[src/hdl/cppt_pkg.sv]
// ----------------------------------------------------------------------------
// Control point pick table package
// Codes, field widths and reset values shared by the table core, its channel
// interfaces and its checker.
// ----------------------------------------------------------------------------
package cppt_pkg;

    localparam int POS_W    = 12;
    localparam int NDC_W    = 16;
    localparam int INDEX_W  = 6;
    localparam int COUNT_W  = 7;
    localparam int CFG_IDX_W  = 2;
    localparam int CFG_DATA_W = 12;

    typedef logic [1:0] mode_t;
    localparam mode_t MODE_ADD    = 2'd0;
    localparam mode_t MODE_SELECT = 2'd1;
    localparam mode_t MODE_MOVE   = 2'd2;
    localparam mode_t MODE_CLEAR  = 2'd3;

    typedef logic [1:0] status_t;
    localparam status_t STATUS_OK    = 2'd0;
    localparam status_t STATUS_FULL  = 2'd1;
    localparam status_t STATUS_NOSEL = 2'd2;

    typedef logic [CFG_IDX_W-1:0] cfg_idx_t;
    localparam cfg_idx_t REG_PICK_RADIUS   = 2'd0;
    localparam cfg_idx_t REG_SCREEN_WIDTH  = 2'd1;
    localparam cfg_idx_t REG_SCREEN_HEIGHT = 2'd2;

    localparam logic [15:0] THR2_RESET   = 16'd9;
    localparam logic [11:0] WIDTH_RESET  = 12'd1024;
    localparam logic [11:0] HEIGHT_RESET = 12'd768;

endpackage

[src/hdl/cppt_if.sv]
// ----------------------------------------------------------------------------
// Control point pick table channels
// Valid/ready channels for pointer events, results and register writes.
// ----------------------------------------------------------------------------
interface pick_evt_if;
    logic                       valid;
    logic                       ready;
    cppt_pkg::mode_t            mode;
    logic [cppt_pkg::POS_W-1:0] pos_x;
    logic [cppt_pkg::POS_W-1:0] pos_y;

    modport source (output valid, output mode, output pos_x, output pos_y, input ready);
    modport sink   (input valid, input mode, input pos_x, input pos_y, output ready);
endinterface

interface pick_res_if;
    logic                                valid;
    logic                                ready;
    cppt_pkg::status_t                   status;
    logic                                hit;
    logic [cppt_pkg::INDEX_W-1:0]        point_index;
    logic signed [cppt_pkg::NDC_W-1:0]   ndc_x;
    logic signed [cppt_pkg::NDC_W-1:0]   ndc_y;
    logic [cppt_pkg::COUNT_W-1:0]        point_count;

    modport source (output valid, output status, output hit, output point_index,
                    output ndc_x, output ndc_y, output point_count, input ready);
    modport sink   (input valid, input status, input hit, input point_index,
                    input ndc_x, input ndc_y, input point_count, output ready);
endinterface

interface pick_cfg_if;
    logic                            valid;
    logic                            ready;
    cppt_pkg::cfg_idx_t              index;
    logic [cppt_pkg::CFG_DATA_W-1:0] data;

    modport source (output valid, output index, output data, input ready);
    modport sink   (input valid, input index, input data, output ready);
endinterface

[src/hdl/cppt_ram.sv]
// ----------------------------------------------------------------------------
// Control point pick table RAM
// Simple dual-port RAM, one write port and one read port with registered read.
// ----------------------------------------------------------------------------
module cppt_ram #(
    parameter int WIDTH = 24,
    parameter int DEPTH = 64
) (
    input  logic                                       clk,
    input  logic                                       we,
    input  logic [((DEPTH > 1) ? $clog2(DEPTH) : 1)-1:0] waddr,
    input  logic [WIDTH-1:0]                           wdata,
    input  logic [((DEPTH > 1) ? $clog2(DEPTH) : 1)-1:0] raddr,
    output logic [WIDTH-1:0]                           rdata
);

    logic [WIDTH-1:0] mem [DEPTH];

    always_ff @(posedge clk)
    begin
        if (we)
        begin
            mem[waddr] <= wdata;
        end
        rdata <= mem[raddr];
    end

endmodule

[src/hdl/control_point_pick_table_core.sv]
// ----------------------------------------------------------------------------
// Control point pick table core
// Stores pointer control points; adds, picks, moves and clears them, and
// returns normalized device coordinates through a shared iterative divider.
// ----------------------------------------------------------------------------
//  channel  role    words                                      handshake
//  evt      sink    mode, pos_x, pos_y                         valid/ready
//  res      source  status, hit, point_index, ndc_x, ndc_y,    valid/ready
//                   point_count
//  cfg      sink    index, data (register write)               valid/ready
//
//  Add and move run the one-bit-per-cycle divider once for x and once for y.
//  Select reads the stored points in order, one table read per cycle, and stops at the first hit.
//  Clear, full add and move with nothing selected go straight to the output.
//  Reset clears count and selection at once; table contents need no clearing.
//  A finished word waits in the output register; evt is ready again meanwhile.
// ----------------------------------------------------------------------------
module control_point_pick_table_core #(
    parameter int MAX_POINTS = 64,
    parameter int COORD_BITS = 12
) (
    input  logic        clk,
    input  logic        rst_n,
    pick_evt_if.sink    evt,
    pick_res_if.source  res,
    pick_cfg_if.sink    cfg
);

    import cppt_pkg::*;

    localparam int IW   = (MAX_POINTS > 1) ? $clog2(MAX_POINTS) : 1;
    localparam int CNW  = $clog2(MAX_POINTS + 1);
    localparam int CW   = COORD_BITS;
    localparam int KB   = (CW < POS_W) ? CW : POS_W;
    localparam int DW   = CW + 16;
    localparam int DCW  = $clog2(DW);
    localparam int SQW  = 2 * CW;
    localparam int SUMW = SQW + 1;

    typedef enum logic [4:0] {
        S_IDLE = 5'b00001,
        S_SCAN = 5'b00010,
        S_DIVX = 5'b00100,
        S_DIVY = 5'b01000,
        S_OUT  = 5'b10000
    } state_t;

    function automatic logic signed [NDC_W-1:0] sat_x(input logic [DW-1:0] q);
        logic big;
        big = |q[DW-1:16];
        sat_x = big ? 16'sh7FFF : {~q[15], q[14:0]};
    endfunction

    function automatic logic signed [NDC_W-1:0] sat_y(input logic [DW-1:0] q);
        logic big;
        big = |q[DW-1:16];
        if (q == '0)
        begin
            sat_y = 16'sh7FFF;
        end
        else if (big)
        begin
            sat_y = 16'sh8000;
        end
        else
        begin
            sat_y = 16'(16'h8000 - q[15:0]);
        end
    endfunction

    state_t state_reg, state_next;

    logic [CNW-1:0]  count_reg, count_next;
    logic            sel_valid_reg, sel_valid_next;
    logic [IW-1:0]   sel_slot_reg, sel_slot_next;
    logic [15:0]     thr2_reg, thr2_next;
    logic [11:0]     width_reg, width_next;
    logic [11:0]     height_reg, height_next;
    logic [CNW-1:0]  rd_ptr_reg, rd_ptr_next;
    logic            s1_valid_reg, s1_valid_next;
    logic            s2_valid_reg, s2_valid_next;
    logic            s3_valid_reg, s3_valid_next;
    logic            o_valid_reg, o_valid_next;

    logic [CW-1:0]   x_reg, x_next;
    logic [CW-1:0]   y_reg, y_next;
    logic [IW-1:0]   s1_idx_reg, s1_idx_next;
    logic [IW-1:0]   s2_idx_reg, s2_idx_next;
    logic [IW-1:0]   s3_idx_reg, s3_idx_next;
    logic [CW-1:0]   s2_dx_reg, s2_dx_next;
    logic [CW-1:0]   s2_dy_reg, s2_dy_next;
    logic [SQW-1:0]  s3_sqx_reg, s3_sqx_next;
    logic [SQW-1:0]  s3_sqy_reg, s3_sqy_next;
    logic [DW-1:0]   dvd_reg, dvd_next;
    logic [11:0]     rem_reg, rem_next;
    logic [DCW-1:0]  div_cnt_reg, div_cnt_next;

    status_t                w_status_reg, w_status_next;
    logic                   w_hit_reg, w_hit_next;
    logic [IW-1:0]          w_index_reg, w_index_next;
    logic signed [NDC_W-1:0] w_ndc_x_reg, w_ndc_x_next;
    logic signed [NDC_W-1:0] w_ndc_y_reg, w_ndc_y_next;

    status_t                o_status_reg, o_status_next;
    logic                   o_hit_reg, o_hit_next;
    logic [INDEX_W-1:0]     o_index_reg, o_index_next;
    logic signed [NDC_W-1:0] o_ndc_x_reg, o_ndc_x_next;
    logic signed [NDC_W-1:0] o_ndc_y_reg, o_ndc_y_next;
    logic [COUNT_W-1:0]     o_count_reg, o_count_next;

    logic             accept;
    logic             full;
    logic [CW-1:0]    evt_x;
    logic [CW-1:0]    evt_y;
    logic [11:0]      wd;
    logic [11:0]      hd;
    logic [11:0]      d_cur;
    logic [12:0]      rem_sh;
    logic             ge;
    logic [DW-1:0]    q_next;
    logic             ram_we;
    logic [IW-1:0]    ram_waddr;
    logic [2*CW-1:0]  ram_wdata;
    logic [IW-1:0]    ram_raddr;
    logic [2*CW-1:0]  ram_rdata;
    logic [CW-1:0]    rd_x;
    logic [CW-1:0]    rd_y;
    logic             issue;
    logic             s3_hit;
    logic [15:0]      radius_ext;

    assign evt_x     = CW'(evt.pos_x[KB-1:0]);
    assign evt_y     = CW'(evt.pos_y[KB-1:0]);
    assign evt.ready = (state_reg == S_IDLE);
    assign cfg.ready = 1'b1;
    assign accept    = evt.valid && evt.ready;
    assign full      = (count_reg == CNW'(MAX_POINTS));
    assign wd        = (width_reg == 12'd0) ? 12'd1 : width_reg;
    assign hd        = (height_reg == 12'd0) ? 12'd1 : height_reg;
    assign d_cur     = (state_reg == S_DIVY) ? hd : wd;
    assign rem_sh    = {rem_reg, dvd_reg[DW-1]};
    assign ge        = (rem_sh >= {1'b0, d_cur});
    assign q_next    = {dvd_reg[DW-2:0], ge};
    assign rd_x      = ram_rdata[CW-1:0];
    assign rd_y      = ram_rdata[2*CW-1:CW];
    assign ram_raddr = rd_ptr_reg[IW-1:0];
    assign ram_wdata = {evt_y, evt_x};
    assign issue     = (rd_ptr_reg < count_reg);
    assign s3_hit    = s3_valid_reg &&
                       ((SUMW'(s3_sqx_reg) + SUMW'(s3_sqy_reg)) <= SUMW'(thr2_reg));
    assign radius_ext = {8'd0, cfg.data[7:0]};

    assign res.valid       = o_valid_reg;
    assign res.status      = o_status_reg;
    assign res.hit         = o_hit_reg;
    assign res.point_index = o_index_reg;
    assign res.ndc_x       = o_ndc_x_reg;
    assign res.ndc_y       = o_ndc_y_reg;
    assign res.point_count = o_count_reg;

    cppt_ram #(
        .WIDTH (2 * CW),
        .DEPTH (MAX_POINTS)
    ) u_cppt_ram (
        .clk   (clk),
        .we    (ram_we),
        .waddr (ram_waddr),
        .wdata (ram_wdata),
        .raddr (ram_raddr),
        .rdata (ram_rdata)
    );

    always_comb
    begin
        thr2_next   = thr2_reg;
        width_next  = width_reg;
        height_next = height_reg;
        if (cfg.valid && cfg.ready)
        begin
            case (cfg.index)
                REG_PICK_RADIUS:   thr2_next   = radius_ext * radius_ext;
                REG_SCREEN_WIDTH:  width_next  = cfg.data;
                REG_SCREEN_HEIGHT: height_next = cfg.data;
                default:           thr2_next   = thr2_reg;
            endcase
        end
    end

    always_comb
    begin
        state_next     = state_reg;
        count_next     = count_reg;
        sel_valid_next = sel_valid_reg;
        sel_slot_next  = sel_slot_reg;
        rd_ptr_next    = rd_ptr_reg;
        s1_valid_next  = 1'b0;
        s2_valid_next  = 1'b0;
        s3_valid_next  = 1'b0;
        o_valid_next   = o_valid_reg;
        x_next         = x_reg;
        y_next         = y_reg;
        s1_idx_next    = rd_ptr_reg[IW-1:0];
        s2_idx_next    = s1_idx_reg;
        s3_idx_next    = s2_idx_reg;
        s2_dx_next     = (x_reg >= rd_x) ? (x_reg - rd_x) : (rd_x - x_reg);
        s2_dy_next     = (y_reg >= rd_y) ? (y_reg - rd_y) : (rd_y - y_reg);
        s3_sqx_next    = SQW'(s2_dx_reg) * SQW'(s2_dx_reg);
        s3_sqy_next    = SQW'(s2_dy_reg) * SQW'(s2_dy_reg);
        dvd_next       = q_next;
        rem_next       = ge ? 12'(rem_sh - {1'b0, d_cur}) : rem_sh[11:0];
        div_cnt_next   = div_cnt_reg + DCW'(1);
        w_status_next  = w_status_reg;
        w_hit_next     = w_hit_reg;
        w_index_next   = w_index_reg;
        w_ndc_x_next   = w_ndc_x_reg;
        w_ndc_y_next   = w_ndc_y_reg;
        o_status_next  = o_status_reg;
        o_hit_next     = o_hit_reg;
        o_index_next   = o_index_reg;
        o_ndc_x_next   = o_ndc_x_reg;
        o_ndc_y_next   = o_ndc_y_reg;
        o_count_next   = o_count_reg;
        ram_we         = 1'b0;
        ram_waddr      = count_reg[IW-1:0];

        if (o_valid_reg && res.ready)
        begin
            o_valid_next = 1'b0;
        end

        case (state_reg)
            S_IDLE:
            begin
                if (accept)
                begin
                    x_next        = evt_x;
                    y_next        = evt_y;
                    w_status_next = STATUS_OK;
                    w_hit_next    = 1'b0;
                    w_index_next  = '0;
                    w_ndc_x_next  = '0;
                    w_ndc_y_next  = '0;
                    dvd_next      = {evt_x, 16'(wd >> 1)};
                    rem_next      = '0;
                    div_cnt_next  = '0;
                    case (evt.mode)
                        MODE_ADD:
                        begin
                            if (full)
                            begin
                                w_status_next = STATUS_FULL;
                                state_next    = S_OUT;
                            end
                            else
                            begin
                                ram_we       = 1'b1;
                                w_index_next = count_reg[IW-1:0];
                                count_next   = count_reg + CNW'(1);
                                state_next   = S_DIVX;
                            end
                        end
                        MODE_SELECT:
                        begin
                            sel_valid_next = 1'b0;
                            sel_slot_next  = '0;
                            rd_ptr_next    = '0;
                            state_next     = S_SCAN;
                        end
                        MODE_MOVE:
                        begin
                            if (!sel_valid_reg || (CNW'(sel_slot_reg) >= count_reg))
                            begin
                                w_status_next = STATUS_NOSEL;
                                state_next    = S_OUT;
                            end
                            else
                            begin
                                ram_we       = 1'b1;
                                ram_waddr    = sel_slot_reg;
                                w_index_next = sel_slot_reg;
                                state_next   = S_DIVX;
                            end
                        end
                        default:
                        begin
                            count_next     = '0;
                            sel_valid_next = 1'b0;
                            sel_slot_next  = '0;
                            state_next     = S_OUT;
                        end
                    endcase
                end
            end
            S_SCAN:
            begin
                if (issue)
                begin
                    rd_ptr_next   = rd_ptr_reg + CNW'(1);
                    s1_valid_next = 1'b1;
                end
                s2_valid_next = s1_valid_reg;
                s3_valid_next = s2_valid_reg;
                if (s3_hit)
                begin
                    sel_valid_next = 1'b1;
                    sel_slot_next  = s3_idx_reg;
                    w_hit_next     = 1'b1;
                    w_index_next   = s3_idx_reg;
                    s1_valid_next  = 1'b0;
                    s2_valid_next  = 1'b0;
                    s3_valid_next  = 1'b0;
                    state_next     = S_OUT;
                end
                else if (!issue && !s1_valid_reg && !s2_valid_reg && !s3_valid_reg)
                begin
                    state_next = S_OUT;
                end
            end
            S_DIVX:
            begin
                if (div_cnt_reg == DCW'(DW - 1))
                begin
                    w_ndc_x_next = sat_x(q_next);
                    dvd_next     = {y_reg, 16'(hd >> 1)};
                    rem_next     = '0;
                    div_cnt_next = '0;
                    state_next   = S_DIVY;
                end
            end
            S_DIVY:
            begin
                if (div_cnt_reg == DCW'(DW - 1))
                begin
                    w_ndc_y_next = sat_y(q_next);
                    state_next   = S_OUT;
                end
            end
            S_OUT:
            begin
                if (!o_valid_reg || res.ready)
                begin
                    o_valid_next  = 1'b1;
                    o_status_next = w_status_reg;
                    o_hit_next    = w_hit_reg;
                    o_index_next  = INDEX_W'(w_index_reg);
                    o_ndc_x_next  = w_ndc_x_reg;
                    o_ndc_y_next  = w_ndc_y_reg;
                    o_count_next  = COUNT_W'(count_reg);
                    state_next    = S_IDLE;
                end
            end
            default:
            begin
                state_next = S_IDLE;
            end
        endcase
    end

    always_ff @(posedge clk or negedge rst_n)
    begin
        if (!rst_n)
        begin
            state_reg     <= S_IDLE;
            count_reg     <= '0;
            sel_valid_reg <= 1'b0;
            sel_slot_reg  <= '0;
            thr2_reg      <= THR2_RESET;
            width_reg     <= WIDTH_RESET;
            height_reg    <= HEIGHT_RESET;
            rd_ptr_reg    <= '0;
            s1_valid_reg  <= 1'b0;
            s2_valid_reg  <= 1'b0;
            s3_valid_reg  <= 1'b0;
            o_valid_reg   <= 1'b0;
            div_cnt_reg   <= '0;
        end
        else
        begin
            state_reg     <= state_next;
            count_reg     <= count_next;
            sel_valid_reg <= sel_valid_next;
            sel_slot_reg  <= sel_slot_next;
            thr2_reg      <= thr2_next;
            width_reg     <= width_next;
            height_reg    <= height_next;
            rd_ptr_reg    <= rd_ptr_next;
            s1_valid_reg  <= s1_valid_next;
            s2_valid_reg  <= s2_valid_next;
            s3_valid_reg  <= s3_valid_next;
            o_valid_reg   <= o_valid_next;
            div_cnt_reg   <= div_cnt_next;
        end
    end

    always_ff @(posedge clk)
    begin
        x_reg        <= x_next;
        y_reg        <= y_next;
        s1_idx_reg   <= s1_idx_next;
        s2_idx_reg   <= s2_idx_next;
        s3_idx_reg   <= s3_idx_next;
        s2_dx_reg    <= s2_dx_next;
        s2_dy_reg    <= s2_dy_next;
        s3_sqx_reg   <= s3_sqx_next;
        s3_sqy_reg   <= s3_sqy_next;
        dvd_reg      <= dvd_next;
        rem_reg      <= rem_next;
        w_status_reg <= w_status_next;
        w_hit_reg    <= w_hit_next;
        w_index_reg  <= w_index_next;
        w_ndc_x_reg  <= w_ndc_x_next;
        w_ndc_y_reg  <= w_ndc_y_next;
        o_status_reg <= o_status_next;
        o_hit_reg    <= o_hit_next;
        o_index_reg  <= o_index_next;
        o_ndc_x_reg  <= o_ndc_x_next;
        o_ndc_y_reg  <= o_ndc_y_next;
        o_count_reg  <= o_count_next;
    end

endmodule

[src/flat_wrapper.sv]
// flat-port wrapper written by rule: the top's interface ports become plain ports
module control_point_pick_table_core_flat import cppt_pkg::*;
#(
    parameter int MAX_POINTS = 64,
    parameter int COORD_BITS = 12
)
  (clk, rst_n, evt_valid, evt_mode, evt_pos_x, evt_pos_y, evt_ready, res_valid, res_status, res_hit, res_point_index, res_ndc_x, res_ndc_y, res_point_count, res_ready, cfg_valid, cfg_index, cfg_data, cfg_ready);
  pick_evt_if evt_i ();
  pick_res_if res_i ();
  pick_cfg_if cfg_i ();
  input  logic clk;
  input  logic rst_n;
  input wire logic [$bits(evt_i.valid)-1:0] evt_valid;
  input wire logic [$bits(evt_i.mode)-1:0] evt_mode;
  input wire logic [$bits(evt_i.pos_x)-1:0] evt_pos_x;
  input wire logic [$bits(evt_i.pos_y)-1:0] evt_pos_y;
  output wire logic [$bits(evt_i.ready)-1:0] evt_ready;
  output wire logic [$bits(res_i.valid)-1:0] res_valid;
  output wire logic [$bits(res_i.status)-1:0] res_status;
  output wire logic [$bits(res_i.hit)-1:0] res_hit;
  output wire logic [$bits(res_i.point_index)-1:0] res_point_index;
  output wire logic [$bits(res_i.ndc_x)-1:0] res_ndc_x;
  output wire logic [$bits(res_i.ndc_y)-1:0] res_ndc_y;
  output wire logic [$bits(res_i.point_count)-1:0] res_point_count;
  input wire logic [$bits(res_i.ready)-1:0] res_ready;
  input wire logic [$bits(cfg_i.valid)-1:0] cfg_valid;
  input wire logic [$bits(cfg_i.index)-1:0] cfg_index;
  input wire logic [$bits(cfg_i.data)-1:0] cfg_data;
  output wire logic [$bits(cfg_i.ready)-1:0] cfg_ready;
  assign evt_i.valid = evt_valid;
  assign evt_i.mode = evt_mode;
  assign evt_i.pos_x = evt_pos_x;
  assign evt_i.pos_y = evt_pos_y;
  assign evt_ready = evt_i.ready;
  assign res_valid = res_i.valid;
  assign res_status = res_i.status;
  assign res_hit = res_i.hit;
  assign res_point_index = res_i.point_index;
  assign res_ndc_x = res_i.ndc_x;
  assign res_ndc_y = res_i.ndc_y;
  assign res_point_count = res_i.point_count;
  assign res_i.ready = res_ready;
  assign cfg_i.valid = cfg_valid;
  assign cfg_i.index = cfg_index;
  assign cfg_i.data = cfg_data;
  assign cfg_ready = cfg_i.ready;
  control_point_pick_table_core #(.MAX_POINTS(MAX_POINTS), .COORD_BITS(COORD_BITS)) u_core (.clk(clk), .rst_n(rst_n), .evt(evt_i), .res(res_i), .cfg(cfg_i));
endmodule
[config.mk]
export PLATFORM = sky130hd
export DESIGN_NAME = control_point_pick_table_core_flat
export DESIGN_NICKNAME = d
export VERILOG_FILES = /design/src/hdl/cppt_pkg.sv /design/src/hdl/cppt_if.sv /design/src/hdl/cppt_ram.sv /design/src/hdl/control_point_pick_table_core.sv /design/src/flat_wrapper.sv
export SDC_FILE = /design/constraint.sdc
export NUM_CORES = 2
export LEC_CHECK = 0
export ABC_AREA = 1
export ABC_CLOCK_PERIOD_IN_PS = 6400
export BUFFER_PORTS_ARGS = -buffer_cell sky130_fd_sc_hd__buf_4
export CORE_MARGIN = 3
export CORE_UTILIZATION = 45
export DETAILED_ROUTE_END_ITERATION = 16
export PLACE_DENSITY = 0.58
export SLEW_MARGIN = 40
export SYNTH_ARGS = -nofsm -noshare
export SYNTH_HDL_FRONTEND = slang
export SYNTH_HIERARCHICAL = 1
export SYNTH_SLANG_ARGS = --single-unit
[constraint.sdc]
create_clock -name clk -period 6.4 [get_ports clk]
set_input_delay 0.96 -clock clk [delete_from_list [all_inputs] [get_ports clk]]
set_output_delay 0.96 -clock clk [all_outputs]
set_load 0.02 [all_outputs]
==> reports/results.ini <==
[timing]
fin_skew_ps = 49.5
rsz0062_at_grt = false
drv_slew = 0
hold_viol_final = 0
fin_crit_ps = 5510
max_slew_margin = 0.276
fin_crit_sh = 0.861
worst_slew_pin_slew_ps = 1090
setup_viol = 0
final.setup.tns_ps = 0
max_freq_mhz = 181
worst_slack_ps = 889

[layout]
fillers = 17100
largest_reg_flops = 1536
stdcell_count = 11000
syn_to_final_growth_pct = 10.6
nNetsFinal = 8766
drive_above_1_share = 0.0725

[yosys]
synth_top_area_frac = 0.563
postSynthCellCount = 8244
syn_nets = 8745
postSynthAreaPerCell_sq_um = 10.7
synth_compound_area_frac = 0.0272
yosys.area.top_type = edfxtp_1
synth_top_family_by_area = simple AND/OR/NAND/NOR gates
ys_types = 61
synth-async-reset-ratio = 0.0395
ys_ff_latch = 1875
synthAdderAreaFrac = 0.0811
yosysMostFrequentCell = nand2_1
synthXorXnorAreaFrac = 0.0108
yosysWarnings = 6
ys.flop_type = edfxtp_1
synthTopCellsByCount = nand2_1, edfxtp_1, nand3_1
synthMuxAreaShare = 0.000483
synth-edff-count = 1649
synth-seq-area-share = 0.618
netlist_area_sq_um = 88000
netlist_top_cells_area = edfxtp_1, nand2_1, nand3_1, fa_1, ha_1
synth_simple_gate_area_frac = 0.206

[placed_design]
dp_slack_ps = 955
hpwl_mm = 142
place_inst = 10600
gp_congestion = 0.886
port_buffers = 94

[clocking]
worstSkewPairLatency_ps = 830
cts_resized = 0
h-tree-depth = 4
cts.sinks = 1875
clockRootBuffer = clkbuf_16
clockBufferDepth = 3
cts_tree = built
clk_pin_slew_ps = 60
cts_buffers = 193
hold_buffers = 0
post_cts_buffers = 0

[routing]
wl_per_cell_um = 22.2
routed-via-count = 60100
detail-route-antenna-nets = 0
drt-initial-drc-count = 5752
wirelength_mm = 243
post-route-drc-count = 0
viasPerCell = 5.49
firstDrtPassIters = 5

[outcome]
status = finished, final reports clean

[setup_path]
critPathMaxFanout = 12
reg2reg_setup_slack_ps = 890
setup.worst_path.start_class = flop
cp_top_family = adder cells
slowest_delay_ps = 780
crit_type = reg -> reg
cp-end-kind = flop
critPathBufInv = 4
critical_path_arrival_ps = 6250
crit_required_ps = 7130
critPathSlowestCell = dfxtp_1
cp_cell_sequence = nand2_1 > inv_1 > ha_1 > xnor2_1 > fa_1 > inv_1 > ha_1 > fa_1 > inv_1 > fa_1 > inv_1 > ha_1 > nand2_1 > nor2_1 > a21oi_1 > o21ai_0 > a21oi_1 > o21ai_0 > nand3_1 > nand2_1 > xor2_1
cp_common_cell = inv_1

[global_route]
use_met2 = 0.391
use_met3 = 0.0329
grt_max_degree = 172
met1_usage = 0.342
grt_pass1_wl_mm = 366
first_global_vias = 58200
antenna_found_initial = 2
grt-busiest-layer = met2
grt_overflow = 0
grt_usage = 0.241

[floorplan]
io_pins = 96
die_h_um = 448
rows = 161
coreArea_sq_um = 193000
start_util = 0.455
die_w_um = 448
dieArea_sq_um = 201000

[job]
drv_cap = 0

[min_path]
hold_path.class = in -> async

[kinds of logic (layout without fill, tap and decap cells)]
| family | Yosys count | in the layout |
|---|---|---|
| flip-flops | 1875 | 1875 |
| adder cells (fa/ha/maj) | 456 | 456 |
| AO/OA/AOI/OAI | 424 | 424 |
| other | 1 | 6 |
| buffers and inverters | 1102 | 1284 |
| XOR/XNOR | 109 | 109 |
| multiplexers | 4 | 4 |
| AND/OR/NAND/NOR | 4273 | 4273 |
[final timing paths]
kind / cells after the start / from / to
setup / recovery: 21 / u_core/s2_dx_reg[3]$_DFF_P_ / u_core/s3_sqx_reg[19]$_DFF_P_
setup reg to reg: 21 / u_core/s2_dx_reg[3]$_DFF_P_ / u_core/s3_sqx_reg[19]$_DFF_P_
hold reg to reg: 0 / u_core/s2_idx_reg[1]$_DFF_P_ / u_core/s3_idx_reg[1]$_DFF_P_
max in group asynchronous: 2 / rst_n / u_core/rd_ptr_reg[3]$_DFFE_PN0P_
min in group clk: 0 / u_core/s2_idx_reg[1]$_DFF_P_ / u_core/s3_idx_reg[1]$_DFF_P_
hold / removal: 1 / rst_n / u_core/res.valid$_DFF_PN0_
[worst reg2reg max path: stages, from the launching register on]
cell and delay (ps):
dfxtp_1 780, nand2_1 180, inv_1 130, ha_1 240
xnor2_1 150, fa_1 510, inv_1 40, ha_1 300
fa_1 550, inv_1 60, fa_1 530, inv_1 50
ha_1 360, nand2_1 100, nor2_1 190, a21oi_1 130
o21ai_0 310, a21oi_1 170, o21ai_0 320, nand3_1 120
nand2_1 100, xor2_1 150
[layout make-up]
class                      count  area [sq um]  area share
multi-input combinational   5267         28900       0.297
sequential                  1875         54400       0.559
tap                         2526          3160      0.0325
antenna                        5          12.5    0.000129
inverter                     701          2660      0.0274
clock inverter               102           987      0.0101
clock buffer                 254          5140      0.0528
timing repair buffer         227          2090      0.0214
[layout by cell type (no fill, tap or decap), drive strengths merged, types with 2 or more instances in the layout]
cell,synthesis,routed
or2,8,8
o22ai,11,11
nand2,2546,2546
o221ai,23,23
mux2i,2,2
o211ai,11,11
xnor2,31,31
ha,265,265
o21a,3,3
edfxtp,1649,1649
xor2,78,78
clkbuf,117,254
buf,284,227
bufinv,0,13
clkinv,5,86
o2111ai,5,5
nand4,35,35
inv,696,701
nor3b,4,4
a21o,10,10
clkinvlp,0,3
dfxtp,152,152
nor3,38,38
nor4,17,17
dfrtp,68,68
diode,0,5
dfstp,6,6
o21ai,168,168
a31oi,16,16
nand3b,4,4
and3,2,2
fa,191,191
a21oi,153,153
mux2,2,2
o21bai,6,6
a211oi,13,13
nor2,212,212
nand3,1406,1406
[per-layer routing]
layer / part of all wire / wire length [um] / up-vias
met5: 0 / 0 / -
met4: 0.026 / 6300 / 0
met3: 0.066 / 16000 / 320
met2: 0.47 / 114000 / 1981
met1: 0.44 / 106000 / 29800
li1: - / - / 28000
[metrics by stage]
stage / utilization / hold WS (ps) / area, sq um
finish: 0.503 / 73.7 / 97400
global route: 0.503 / 58.9 / 97400
CTS: 0.503 / 20.2 / 97200
detailed placement: 0.471 / 312 / 91100
global placement: 0.470 / 310 / 91000
floorplan: - / 310 / 88000
Power is not shown: default switching activity piles up to over one toggle a cycle in this logic, so the estimate is an artifact.
